===== config.mk =====
export PLATFORM = sky130hd
export DESIGN_NAME = random_looping_shift_sequencer
export DESIGN_NICKNAME = d
export VERILOG_FILES = /design/src/rtl/core/rlss_pkg.sv /design/src/rtl/core/rlss_rhythm.sv /design/src/rtl/core/rlss_next.sv /design/src/rtl/core/random_looping_shift_sequencer.sv
export SDC_FILE = /design/constraint.sdc
export NUM_CORES = 1
export LEC_CHECK = 0
export BUFFER_PORTS_ARGS = -buffer_cell sky130_fd_sc_hd__buf_2
export CELL_PAD_IN_SITES_DETAIL_PLACEMENT = 2
export CELL_PAD_IN_SITES_GLOBAL_PLACEMENT = 2
export CORE_MARGIN = 2
export CORE_UTILIZATION = 24
export CTS_BUF_LIST = sky130_fd_sc_hd__clkbuf_8
export DETAILED_ROUTE_END_ITERATION = 6
export PLACE_DENSITY_LB_ADDON = 0.25
export SLEW_MARGIN = 30
export SYNTH_ARGS = -nofsm -noshare
export SYNTH_HDL_FRONTEND = slang
export SYNTH_SLANG_ARGS = --single-unit

===== constraint.sdc =====
create_clock -name clk -period 5.17 [get_ports clk]
set_input_delay 1.034 -clock clk [delete_from_list [all_inputs] [get_ports clk]]
set_output_delay 1.034 -clock clk [all_outputs]
set_load 0.01 [all_outputs]

===== src/rtl/core/rlss_pkg.sv =====
`timescale 1ns / 1ps

package rlss_pkg;

  // Default geometry of the sequencer.
  localparam int PATTERN_BITS_DEF = 16;
  localparam int NUM_RHYTHMS_DEF  = 8;

  // Fixed widths of the channel fields.
  localparam int CMD_W   = 2;
  localparam int PROB_W  = 16;
  localparam int POS_W   = 4;
  localparam int LEN_W   = 5;
  localparam int VALUE_W = 16;
  localparam int CNT_W   = 5;

  // Configuration port.
  localparam int CFG_IDX_W  = 2;
  localparam int CFG_DATA_W = 1;
  localparam logic [CFG_IDX_W-1:0] REG_ROTATE_MODE  = 2'd0;
  localparam logic [CFG_IDX_W-1:0] REG_EVOLVE_MODE  = 2'd1;
  localparam logic [CFG_IDX_W-1:0] REG_WRITE_ENABLE = 2'd2;

  // Command codes carried by one item.
  typedef enum logic [CMD_W-1:0] {
    CMD_STEP    = 2'd0,
    CMD_RESTORE = 2'd1,
    CMD_LOAD    = 2'd2
  } cmd_t;

  // Mode bits held by the configuration registers.
  typedef struct packed {
    logic rotate;
    logic evolve;
    logic write_en;
  } mode_t;

  // Period of each rhythm counter; the table repeats every eight counters.
  function automatic logic [CNT_W-1:0] rhythm_period(input logic [2:0] idx);
    logic [CNT_W-1:0] p;
    unique case (idx)
      3'd0:    p = 5'd16;
      3'd1:    p = 5'd12;
      3'd2:    p = 5'd9;
      3'd3:    p = 5'd7;
      3'd4:    p = 5'd5;
      3'd5:    p = 5'd3;
      3'd6:    p = 5'd6;
      default: p = 5'd4;
    endcase
    return p;
  endfunction

endpackage


===== src/rtl/core/rlss_rhythm.sv =====
`timescale 1ns / 1ps

module rlss_rhythm import rlss_pkg::*; #(
  parameter int NUM_RHYTHMS = NUM_RHYTHMS_DEF
) (
  input  logic clk,
  input  logic rst_n,
  input  logic step_en,
  output logic fire
);

  logic [CNT_W-1:0] cnt_r   [NUM_RHYTHMS];
  logic [CNT_W-1:0] cnt_nxt [NUM_RHYTHMS];
  logic [NUM_RHYTHMS-1:0] wrap;

  // Each counter wraps to zero when it reaches its period.
  for (genvar i = 0; i < NUM_RHYTHMS; i++) begin : g_cnt
    logic [CNT_W:0] inc;
    assign inc = {1'b0, cnt_r[i]} + {{CNT_W{1'b0}}, 1'b1};
    assign wrap[i] = inc >= {1'b0, rhythm_period(3'(i % 8))};
    assign cnt_nxt[i] = wrap[i] ? '0 : inc[CNT_W-1:0];

    always_ff @(posedge clk) begin
      if (!rst_n) begin
        cnt_r[i] <= '0;
      end else if (step_en) begin
        cnt_r[i] <= cnt_nxt[i];
      end
    end
  end

  // The pattern rotates when any counter wraps on this step.
  assign fire = |wrap;

endmodule


===== src/rtl/core/rlss_next.sv =====
`timescale 1ns / 1ps

module rlss_next import rlss_pkg::*; #(
  parameter int PATTERN_BITS = PATTERN_BITS_DEF
) (
  input  logic [PATTERN_BITS-1:0] pattern,
  input  logic [PATTERN_BITS-1:0] seed,
  input  mode_t                   mode,
  input  logic                    fire,
  input  logic [CMD_W-1:0]        cmd,
  input  logic [PROB_W-1:0]       change_prob,
  input  logic [PROB_W-1:0]       bias_prob,
  input  logic [PROB_W-1:0]       draw_gate,
  input  logic [PROB_W-1:0]       draw_bit,
  input  logic [POS_W-1:0]        draw_pos,
  input  logic [VALUE_W-1:0]      seed_pattern,
  input  logic [LEN_W-1:0]        out_length,
  output logic [PATTERN_BITS-1:0] pattern_nxt,
  output logic [PATTERN_BITS-1:0] seed_nxt,
  output logic                    poly_step,
  output logic [VALUE_W-1:0]      pattern_value,
  output logic                    pulse_bit,
  output logic [VALUE_W-1:0]      pattern_bits
);

  localparam int MaxLen = (PATTERN_BITS < VALUE_W) ? PATTERN_BITS : VALUE_W;
  localparam int PosW   = $clog2(PATTERN_BITS);
  localparam int ExtW   = PATTERN_BITS + VALUE_W;

  logic                    mutate;
  logic                    hit;
  logic [PROB_W+3:0]       gate_x10;
  logic                    new_bit;
  logic [PATTERN_BITS-1:0] shifted;
  logic [PATTERN_BITS-1:0] rotated;
  logic [6:0]              pos_mod;
  logic [PATTERN_BITS-1:0] normal_pat;
  logic [ExtW-1:0]         seed_ext;
  logic [ExtW-1:0]         pat_ext;
  logic [ExtW-1:0]         pat_shr;
  logic [LEN_W-1:0]        len;
  logic [6:0]              shamt;
  logic [VALUE_W:0]        len_mask;

  // Mutation gate: evolving mode compares ten times the draw.
  assign mutate   = mode.write_en | mode.evolve;
  assign gate_x10 = ({4'b0, draw_gate} << 3) + ({4'b0, draw_gate} << 1);
  assign hit      = mode.evolve ? (gate_x10 < {4'b0, change_prob})
                                : (draw_gate < change_prob);
  assign new_bit  = (mutate && hit) ? (draw_bit < bias_prob) : pattern[PATTERN_BITS-1];
  assign shifted  = {pattern[PATTERN_BITS-2:0], new_bit};
  assign rotated  = {pattern[PATTERN_BITS-2:0], pattern[PATTERN_BITS-1]};

  // Reduce the drawn position into the pattern width by repeated subtraction.
  always_comb begin
    pos_mod = {3'b0, draw_pos};
    for (int k = 0; k < 4; k++) begin
      if (pos_mod >= 7'(PATTERN_BITS)) begin
        pos_mod = pos_mod - 7'(PATTERN_BITS);
      end
    end
  end

  // Normal step, with a single bit injected into an all-zero pattern when mutation is on.
  always_comb begin
    normal_pat = shifted;
    if (mutate && (shifted == '0)) begin
      normal_pat = '0;
      normal_pat[pos_mod[PosW-1:0]] = 1'b1;
    end
  end

  assign seed_ext = ExtW'(seed_pattern);

  // Command decode.
  always_comb begin
    pattern_nxt = pattern;
    seed_nxt    = seed;
    poly_step   = 1'b0;
    unique case (cmd_t'(cmd))
      CMD_STEP: begin
        if (mode.rotate) begin
          poly_step   = 1'b1;
          pattern_nxt = fire ? rotated : pattern;
        end else begin
          pattern_nxt = normal_pat;
        end
      end
      CMD_RESTORE: begin
        pattern_nxt = seed;
      end
      CMD_LOAD: begin
        pattern_nxt = seed_ext[PATTERN_BITS-1:0];
        seed_nxt    = seed_ext[PATTERN_BITS-1:0];
      end
      default: begin
        pattern_nxt = pattern;
      end
    endcase
  end

  // Output length is clamped to the range one to MaxLen.
  always_comb begin
    len = out_length;
    if (len == '0) begin
      len = LEN_W'(1);
    end else if (len > LEN_W'(MaxLen)) begin
      len = LEN_W'(MaxLen);
    end
  end

  // Top bits of the new pattern, most significant first.
  assign pat_ext       = ExtW'(pattern_nxt);
  assign shamt         = 7'(PATTERN_BITS) - {2'b0, len};
  assign pat_shr       = pat_ext >> shamt;
  assign len_mask      = ({{VALUE_W{1'b0}}, 1'b1} << len) - {{VALUE_W{1'b0}}, 1'b1};
  assign pattern_value = pat_shr[VALUE_W-1:0] & len_mask[VALUE_W-1:0];
  assign pulse_bit     = pattern_nxt[PATTERN_BITS-1];
  assign pattern_bits  = pat_ext[VALUE_W-1:0];

endmodule


===== src/rtl/core/random_looping_shift_sequencer.sv =====
`timescale 1ns / 1ps

// Random looping shift sequencer.
// Input channel (in_valid/in_ready) carries one command per transfer: a clock
// step, a seed restore or a seed load, together with the probabilities and
// random draws that a step uses. Output channel (out_valid/out_ready) returns
// one result per command: the top out_length bits of the updated pattern, its
// top bit and the whole pattern.
// Mode registers are written through cfg_wr_en/cfg_index/cfg_wdata with no
// wait; they must only change while the block is idle.
// A result passes through the input register, then the result register.
// Throughput is one item per cycle while the receiver does not stall; the
// update of pattern, seed and rhythm counters is a single pass of logic
// between the two registers.
// Reset clears the pattern, the seed, the rhythm counters, the mode registers
// and both valid flags. When the receiver stalls, the result register holds
// and one more item waits in the input register; in_ready then drops until
// the result is taken.
module random_looping_shift_sequencer import rlss_pkg::*; #(
  parameter int PATTERN_BITS = PATTERN_BITS_DEF,
  parameter int NUM_RHYTHMS  = NUM_RHYTHMS_DEF
) (
  input  logic                  clk,
  input  logic                  rst_n,
  input  logic                  cfg_wr_en,
  input  logic [CFG_IDX_W-1:0]  cfg_index,
  input  logic [CFG_DATA_W-1:0] cfg_wdata,
  input  logic                  in_valid,
  output logic                  in_ready,
  input  logic [CMD_W-1:0]      in_cmd,
  input  logic [PROB_W-1:0]     in_change_prob,
  input  logic [PROB_W-1:0]     in_bias_prob,
  input  logic [PROB_W-1:0]     in_draw_gate,
  input  logic [PROB_W-1:0]     in_draw_bit,
  input  logic [POS_W-1:0]      in_draw_pos,
  input  logic [VALUE_W-1:0]    in_seed_pattern,
  input  logic [LEN_W-1:0]      in_out_length,
  output logic                  out_valid,
  input  logic                  out_ready,
  output logic [VALUE_W-1:0]    out_pattern_value,
  output logic                  out_pulse_bit,
  output logic [VALUE_W-1:0]    out_pattern_bits
);

  mode_t mode_r;

  logic                    s1_valid_r;
  logic [CMD_W-1:0]        s1_cmd_r;
  logic [PROB_W-1:0]       s1_change_r;
  logic [PROB_W-1:0]       s1_bias_r;
  logic [PROB_W-1:0]       s1_gate_r;
  logic [PROB_W-1:0]       s1_bit_r;
  logic [POS_W-1:0]        s1_pos_r;
  logic [VALUE_W-1:0]      s1_seed_r;
  logic [LEN_W-1:0]        s1_len_r;

  logic [PATTERN_BITS-1:0] pattern_r;
  logic [PATTERN_BITS-1:0] seed_r;
  logic [PATTERN_BITS-1:0] pattern_nxt;
  logic [PATTERN_BITS-1:0] seed_nxt;

  logic                    out_valid_r;
  logic [VALUE_W-1:0]      value_r;
  logic                    pulse_r;
  logic [VALUE_W-1:0]      bits_r;
  logic [VALUE_W-1:0]      value_nxt;
  logic                    pulse_nxt;
  logic [VALUE_W-1:0]      bits_nxt;

  logic                    fire;
  logic                    poly_step;
  logic                    commit;
  logic                    in_xfer;

  // Mode registers.
  always_ff @(posedge clk) begin
    if (!rst_n) begin
      mode_r <= '0;
    end else if (cfg_wr_en) begin
      unique case (cfg_index)
        REG_ROTATE_MODE:  mode_r.rotate   <= cfg_wdata[0];
        REG_EVOLVE_MODE:  mode_r.evolve   <= cfg_wdata[0];
        REG_WRITE_ENABLE: mode_r.write_en <= cfg_wdata[0];
        default:          mode_r          <= mode_r;
      endcase
    end
  end

  // The held item commits when the result register is free or being drained.
  assign commit   = s1_valid_r && (!out_valid_r || out_ready);
  assign in_ready = !s1_valid_r || commit;
  assign in_xfer  = in_valid && in_ready;

  // Input register.
  always_ff @(posedge clk) begin
    if (!rst_n) begin
      s1_valid_r <= 1'b0;
    end else if (in_ready) begin
      s1_valid_r <= in_valid;
    end
  end

  always_ff @(posedge clk) begin
    if (in_xfer) begin
      s1_cmd_r    <= in_cmd;
      s1_change_r <= in_change_prob;
      s1_bias_r   <= in_bias_prob;
      s1_gate_r   <= in_draw_gate;
      s1_bit_r    <= in_draw_bit;
      s1_pos_r    <= in_draw_pos;
      s1_seed_r   <= in_seed_pattern;
      s1_len_r    <= in_out_length;
    end
  end

  rlss_rhythm #(
    .NUM_RHYTHMS (NUM_RHYTHMS)
  ) u_rhythm (
    .clk     (clk),
    .rst_n   (rst_n),
    .step_en (commit && poly_step),
    .fire    (fire)
  );

  rlss_next #(
    .PATTERN_BITS (PATTERN_BITS)
  ) u_next (
    .pattern       (pattern_r),
    .seed          (seed_r),
    .mode          (mode_r),
    .fire          (fire),
    .cmd           (s1_cmd_r),
    .change_prob   (s1_change_r),
    .bias_prob     (s1_bias_r),
    .draw_gate     (s1_gate_r),
    .draw_bit      (s1_bit_r),
    .draw_pos      (s1_pos_r),
    .seed_pattern  (s1_seed_r),
    .out_length    (s1_len_r),
    .pattern_nxt   (pattern_nxt),
    .seed_nxt      (seed_nxt),
    .poly_step     (poly_step),
    .pattern_value (value_nxt),
    .pulse_bit     (pulse_nxt),
    .pattern_bits  (bits_nxt)
  );

  // Sequencer state.
  always_ff @(posedge clk) begin
    if (!rst_n) begin
      pattern_r <= '0;
      seed_r    <= '0;
    end else if (commit) begin
      pattern_r <= pattern_nxt;
      seed_r    <= seed_nxt;
    end
  end

  // Result register.
  always_ff @(posedge clk) begin
    if (!rst_n) begin
      out_valid_r <= 1'b0;
    end else if (commit) begin
      out_valid_r <= 1'b1;
    end else if (out_ready) begin
      out_valid_r <= 1'b0;
    end
  end

  always_ff @(posedge clk) begin
    if (commit) begin
      value_r <= value_nxt;
      pulse_r <= pulse_nxt;
      bits_r  <= bits_nxt;
    end
  end

  assign out_valid         = out_valid_r;
  assign out_pattern_value = value_r;
  assign out_pulse_bit     = pulse_r;
  assign out_pattern_bits  = bits_r;

`ifndef SYNTHESIS
  // State only moves when an item commits.
  a_state_hold: assert property (@(posedge clk) disable iff (!rst_n)
    !commit |=> ($stable(pattern_r) && $stable(seed_r)))
    else $error("pattern or seed changed without a commit");

  // A load leaves the pattern equal to the new seed.
  a_load_seed: assert property (@(posedge clk) disable iff (!rst_n)
    (commit && (s1_cmd_r == CMD_LOAD)) |=> (pattern_r == seed_r))
    else $error("load did not set pattern and seed alike");

  // A mutating step never leaves an all-zero pattern.
  a_no_zero: assert property (@(posedge clk) disable iff (!rst_n)
    (commit && (s1_cmd_r == CMD_STEP) && !mode_r.rotate &&
     (mode_r.write_en || mode_r.evolve)) |=> (pattern_r != '0))
    else $error("mutating step left the pattern all zero");

  // Every commit presents a result in the next cycle.
  a_commit_out: assert property (@(posedge clk) disable iff (!rst_n)
    commit |=> out_valid_r)
    else $error("committed item produced no result");

  // The result's top bit matches the pattern it was taken from.
  a_pulse_match: assert property (@(posedge clk) disable iff (!rst_n)
    commit |=> (pulse_r == pattern_r[PATTERN_BITS-1]))
    else $error("pulse bit does not match the pattern top bit");
`endif

endmodule

Word level (Yosys, flattened, before mapping). Memory sizes are Yosys's and may differ from the RTL's. Cells that the tools add are included.

Logic and storage cells: 114. Input bits: 99. Memories kept: 1. Bits in writable memories: 40. Bits in registers: 161. Output and inout port bits: 35.

Memories: u_rhythm.cnt_r (words 8, width 5, read ports 8, clocked after memory_dff 0, wr ports 8, line rlss_rhythm.sv:12) `logic [CNT_W-1:0] cnt_r [NUM_RHYTHMS];`.

Mux-type cells: 34. Shifts and indexed selects: 2. Reduce and logical (&&, ||, !) cells: 20. Eq/ne operators: 4. Bitwise operators: 10. Add/subtract/negate cells: 11. Magnitude comparators: 14.

Operator list (count): two-way mux 5 bit (18); adder 5 x 1 -> 6 bit (second input constant) (8); two-way mux 16 bit (3); case mux 16 bit (3 select lines) (1); < comparator 16 bit (2); greater-or-equal comparator 6 x 3 -> 1 bit (second input constant) (4); adder 19 x 17 -> 20 bit (1); < comparator 20 x 16 -> 1 bit (1); bitwise AND 16 bit (1); logical NOT 16 bit (1); << shifter 1 x 5 -> 16 bit (first input constant) (1); right shift 16 x 7 -> 16 bit (1); subtractor 16 x 1 -> 16 bit (second input constant) (1); greater-or-equal comparator 6 x 4 -> 1 bit (second input constant) (2); two-way mux 1 bit (11); bitwise OR 1 bit (9); AND reduction 2 bit (4); OR reduction 8 bit (1); greater-or-equal comparator 6 x 2 -> 1 bit (second input constant) (1); greater-or-equal comparator 6 x 5 -> 1 bit (second input constant) (1); logical AND 1 bit (6); subtractor 5 x 5 -> 6 bit (first input constant) (1); > comparator 5 bit (second input constant) (1); logical NOT 5 bit (1); 9 further kinds (14).

Logic depth before layout (Yosys ltp).
Depth after elaboration: 12. Depth in mapped cells: 25. Mapped depth without buffers: 24.

Hierarchy. Synthesis repeated with hierarchy kept, for this count alone.

Cell total of the unflattened synthesis: 1213. Area, all modules: 12350.6 µm².

By module, submodules not included: random_looping_shift_sequencer (cells each 287, times used 1, area an instance 5245.0 µm², sequential area each 4464.3 µm²); rlss_next (cells each 756, times used 1, area an instance 5026.1 µm², sequential area each 0.0 µm²); rlss_rhythm (cells each 170, times used 1, area an instance 2079.5 µm², sequential area each 1201.2 µm²).

Worst setup path after synthesis. Ideal clock, no wire load.

Path type: reg-to-reg. Start point: reg s1_gate_r[3]. End point: reg value_r[1] (netlist: out_pattern_value[1]) (data pin). Data required time: 5018 ps. Path slack: 240 ps. Arrival time: 4777 ps. Period minus slack after synthesis: 4930 ps. Cell stages (with the launch flop): 26. Setup time: 152 ps. Path buffers: 1. Path through: edfxtp_1 -> ha_1 -> a21o_1 -> a21oi_1 -> a21boi_2 -> nor2_1 -> nor2_1 -> nor2_1 -> nor2b_1 -> o21ai_0 -> nand2b_1 -> xor2_1 -> ha_1 -> nand4_1 -> inv_1 -> a221oi_1 -> o2111ai_1 -> a2111oi_4 -> and2_4 -> a211oi_4 -> buf_6 -> o211ai_1 -> o211ai_1 -> mux4_2 -> or4_1 -> o21ai_0.

Word-level cells in the longest chain between the ends: 12. Elaborated cells between the ends (all ways): 13. Those cells by class: add/sub (1); order compare (2); shift (1); mux (5); bitwise (1); reduce/logical (3).

Ends and longest elaborated chain: start, declared (line random_looping_shift_sequencer.sv:51) `logic [PROB_W-1:0] s1_gate_r;`; start signal, assigned (line random_looping_shift_sequencer.sv:108) `s1_gate_r <= in_draw_gate;`; adder 19 x 17 -> 20 bit (line rlss_next.sv:47) `assign gate_x10 = ({4'b0, draw_gate} << 3) + ({4'b0, draw_gate} << 1);`; < comparator 20 x 16 -> 1 bit (line rlss_next.sv:48) `assign hit = mode.evolve ? (gate_x10 < {4'b0, change_prob})`; two-way mux 1 bit * (line rlss_next.sv:48); logical AND 1 bit * (line rlss_next.sv:50) `assign new_bit = (mutate && hit) ? (draw_bit < bias_prob) : pattern[PATTERN_BITS-1];`; two-way mux 1 bit * (line rlss_next.sv:50); logical NOT 16 bit (line rlss_next.sv:67) `if (mutate && (shifted == '0)) begin`; logical AND 1 bit (line rlss_next.sv:67); two-way mux 16 bit * (line rlss_next.sv:67); two-way mux 16 bit * (line rlss_next.sv:82) `if (mode.rotate) begin`; case mux 16 bit (3 select lines) * (line rlss_next.sv:80) `unique case (cmd_t'(cmd))`; right shift 16 x 7 -> 16 bit * (line rlss_next.sv:115) `assign pat_shr = pat_ext >> shamt;`; bitwise AND 16 bit * (line rlss_next.sv:117) `assign pattern_value = pat_shr[VALUE_W-1:0] & len_mask[VALUE_W-1:0];`; via u_next.pattern_value[1] (line rlss_next.sv:21) `output logic [VALUE_W-1:0] pattern_value,`; end signal, assigned (line random_looping_shift_sequencer.sv:172) `value_r <= value_nxt;`; end, declared (line random_looping_shift_sequencer.sv:63) `logic [VALUE_W-1:0] value_r;`.

The timed path passes the listed nets; every way through them passes the cells marked *. A chain may end at the register's enable or synchronous reset.

Final worst setup path.
Start point: reg s1_gate_r[2]. End point: reg value_r[1] (netlist: out_pattern_value[1]) (data pin).

Word-level cells in the longest chain between the ends: 12. Elaborated cells between the ends (all ways): 13. Those cells by class: add/sub (1); order compare (2); shift (1); mux (5); bitwise (1); reduce/logical (3).

Ends and longest elaborated chain: adder 19 x 17 -> 20 bit (line rlss_next.sv:47); < comparator 20 x 16 -> 1 bit (line rlss_next.sv:48); two-way mux 1 bit * (line rlss_next.sv:48); logical AND 1 bit * (line rlss_next.sv:50); two-way mux 1 bit * (line rlss_next.sv:50); logical NOT 16 bit * (line rlss_next.sv:67); logical AND 1 bit * (line rlss_next.sv:67); two-way mux 16 bit * (line rlss_next.sv:67); two-way mux 16 bit * (line rlss_next.sv:82); case mux 16 bit (3 select lines) * (line rlss_next.sv:80); via bits_nxt[13] (line random_looping_shift_sequencer.sv:68) `logic [VALUE_W-1:0] bits_nxt;`; right shift 16 x 7 -> 16 bit * (line rlss_next.sv:115); bitwise AND 16 bit * (line rlss_next.sv:117); via u_next.pattern_value[1] (line rlss_next.sv:21).

Marked as above.

==> metrics.txt <==
Syn. warnings 0; DRT met1 WL 17200 um; largest net degree at the start of global routing 59; ys async rst share 0%; HPWL after DPL 28700 um; Setup WS pre-CTS -0.462 ns; path category of the worst min-delay check register to register; Worst Slack Setup Final -0.112 ns; Final Max Tran Viols 0; Relative slew margins 43.8%; violated checks negative setup slack; critical path's slowest cell mux4_2; I/O Buffers 133; ANT nets after route 0; status finished with violations; starting density of the core 24.2%; met2 wire length 18100 um; fin crit share 102%; Slew @ Worst Pin 0.842 ns; Post-Syn Area per Cell 10.4 sq um; Crit. End Element register; H-tree depth 4; Startpoint Class register; RSZ-0062 raised after global routing yes; vias in the first global route 10.4k; Pleak 5.79 nW; root buf cell clkbuf_8; PD cells 257 nW/um^2; ys flop type edfxtp_1; FF+latch count, synth 200; met3 WL 1490 um; Skew-Pair Late Insertion Delay 0.57 ns; initial antenna violation count 10; total power 0.00376 W; GPL Wtd Cong 0.818; slowest stage delay, CP 0.48 ns; CTS Buf Count 17; hold path cells 2; DR vias/cell 4.70; DR top layer met5; layout cells sized above 1 27.6%; First DRT Iteration DRCs 357; Crit path max-delay family compound AO/OA/AOI/OAI gates; Max Cap Viol 0; mapped cell area 11800 sq um; per-cell routed wire length 18.5 um; Post-synth EDFFs 163; min Tclk post-route 5.28 ns; Hold Vio Cnt, Final 0; Levels on crit path 26; Nets 1540; Die Span Y 226 um; Worst EP required 5.60 ns; core region area 48700 sq um; # rows 81; count leader, synth edfxtp_1; Finished Cell Area 14600 sq um; Syn Inst Count 1134; Synth top area share 41.5%; dominant cell type by area after synthesis edfxtp_1; CTS tree built; Final Setup Violations 7; Die ar. 50900 sq um; Overflow after GRT 0; worst-case reg-to-reg path depth 26; CP Max Fanout 4; drt total wl 37800 um; CTS Buffer Depth 2; drt pass-1 iters 4; Area Growth Syn to Fin 24.0%; Via Count 9570; most frequent cells after synthesis edfxtp_1, nand2_1, nor2_1, ha_1, a21oi_1; CTS sink count 200; worst vdd ir 0.241 mV; f_max 189 MHz; Tot GR Track Use 15.4%; IO Pins 134; DRC 0; Worst-path clk slew 0.11 ns; Seq/Total Area, Yosys 47.8%; final setup skew 0.0172 ns; worst path bufs/invs 6; largest cells by area after synthesis edfxtp_1, ha_1, dfxtp_1, nand2_1, nor2_1; first-pass GRT wire length 59100 um; critical path's most frequent cell buf_4; Placed Area 13700 sq um; Synth cell types 90; die width 226 um; Crit Path Category register to register; cts hold-fix bufs 0; Critical Path AT 5.71 ns
-- cells in the final DEF (no fill, tap or decap), drive strengths merged, types with 7 or more instances in the layout --
cell    count
a31oi       8
nor3b      18
conb       15
ha         81
o21ai      57
a21boi     26
o31ai      11
nand3b      7
mux2i      39
clkinv      8
o22ai       7
a22oi       9
xnor2      14
a21oi      62
mux2       13
nor2b      23
inv        66
clkbuf     17
a211oi     22
edfxtp    163
and3        7
nor4        8
dfxtp      37
nand3      25
xor2        7
nor2      108
o211ai     19
and2        7
nand2b     16
or3         7
nand4       9
buf       239
nand2     121
nor3       18
-- stage by stage --
stage / hold WS, ns / TNS [ns] / util [%] / std cells
global placement: 0.455 / -2.92 / 28.1 / 1982
global route: 0.509 / -5.28 / 30.0 / 2036
finish: 0.478 / -0.366 / 30.0 / 2037
detailed placement: 0.465 / -4.79 / 28.1 / 1982
CTS: 0.482 / -0.804 / 29.6 / 2031
floorplan: 0.443 / 0 / - / 1148
-- final cells by class --
cell class	count	area, sq um
flip-flops and latches	200	5640
fillers	5364	34100
diodes	1	2.50
clock buffers	17	234
well taps	664	831
multi-input cells	839	6050
repair buffers	239	1500
clock inverters	15	135
inverters	62	233
-- cell families after synthesis --
logic type | share of synthesized area [%]
mux | 5.16
buf+inv | 4.33
flops | 47.8
other cells | 0.0318
simple gates | 16.5
fa+ha+maj | 8.76
xor+xnor | 1.56
compound gates | 15.8
-- worst paths after layout --
kind | endpoint | slack, ns | start
max | out_pattern_value[1]$_DFFE_PP_ | -0.11 | s1_gate_r[2]$_DFFE_PP_
min | seed_r[1]$_SDFFE_PN0P_ | 0.48 | seed_r[1]$_SDFFE_PN0P_
max reg2reg | out_pattern_value[1]$_DFFE_PP_ | -0.11 | s1_gate_r[2]$_DFFE_PP_
min reg2reg | seed_r[1]$_SDFFE_PN0P_ | 0.48 | seed_r[1]$_SDFFE_PN0P_
-- where the power goes --
part	internal [W]	switching [W]
Combinational	0.000369	0.000493
Clock	0.000348	0.000649
Sequential	0.00184	0.0000663
-- tightest hold or removal path, stage by stage (launching register included) --
cell and delay [ns]:
dfxtp_1 0.33, nand2_1 0.05, a21boi_0 0.06
-- flip-flops by register name (all words and copies together) (netlist names) --
| register | count |
|---|---|
| out_pulse_bit | 1 |
| s1_bias_r | 16 |
| out_valid | 1 |
| seed_r | 16 |
| s1_gate_r | 16 |
| s1_seed_r | 16 |
| s1_bit_r | 16 |
| pattern_r | 16 |
| s1_pos_r | 4 |
| s1_len_r | 5 |
| s1_cmd_r | 2 |
| out_pattern_bits | 15 |
| mode_r | 3 |
| u_rhythm.cnt_r | 40 |
| out_pattern_value | 16 |
| s1_valid_r | 1 |
| s1_change_r | 16 |
-- timing repair --
action                     in CTS  in global routing
pin swaps                      22                 16
setup buffers                  16                  6
resized for setup              50                 36
setup endpoints to repair      15                 20
gates cloned                    1                  0
-- routing by layer --
layer,GRT usage (%),vias to the layer above
met5,0,-
met4,5.47,18
met3,3.81,58
met2,26.3,157
met1,18.7,4732
li1,-,4605
(Power assumes the default switching activity.)
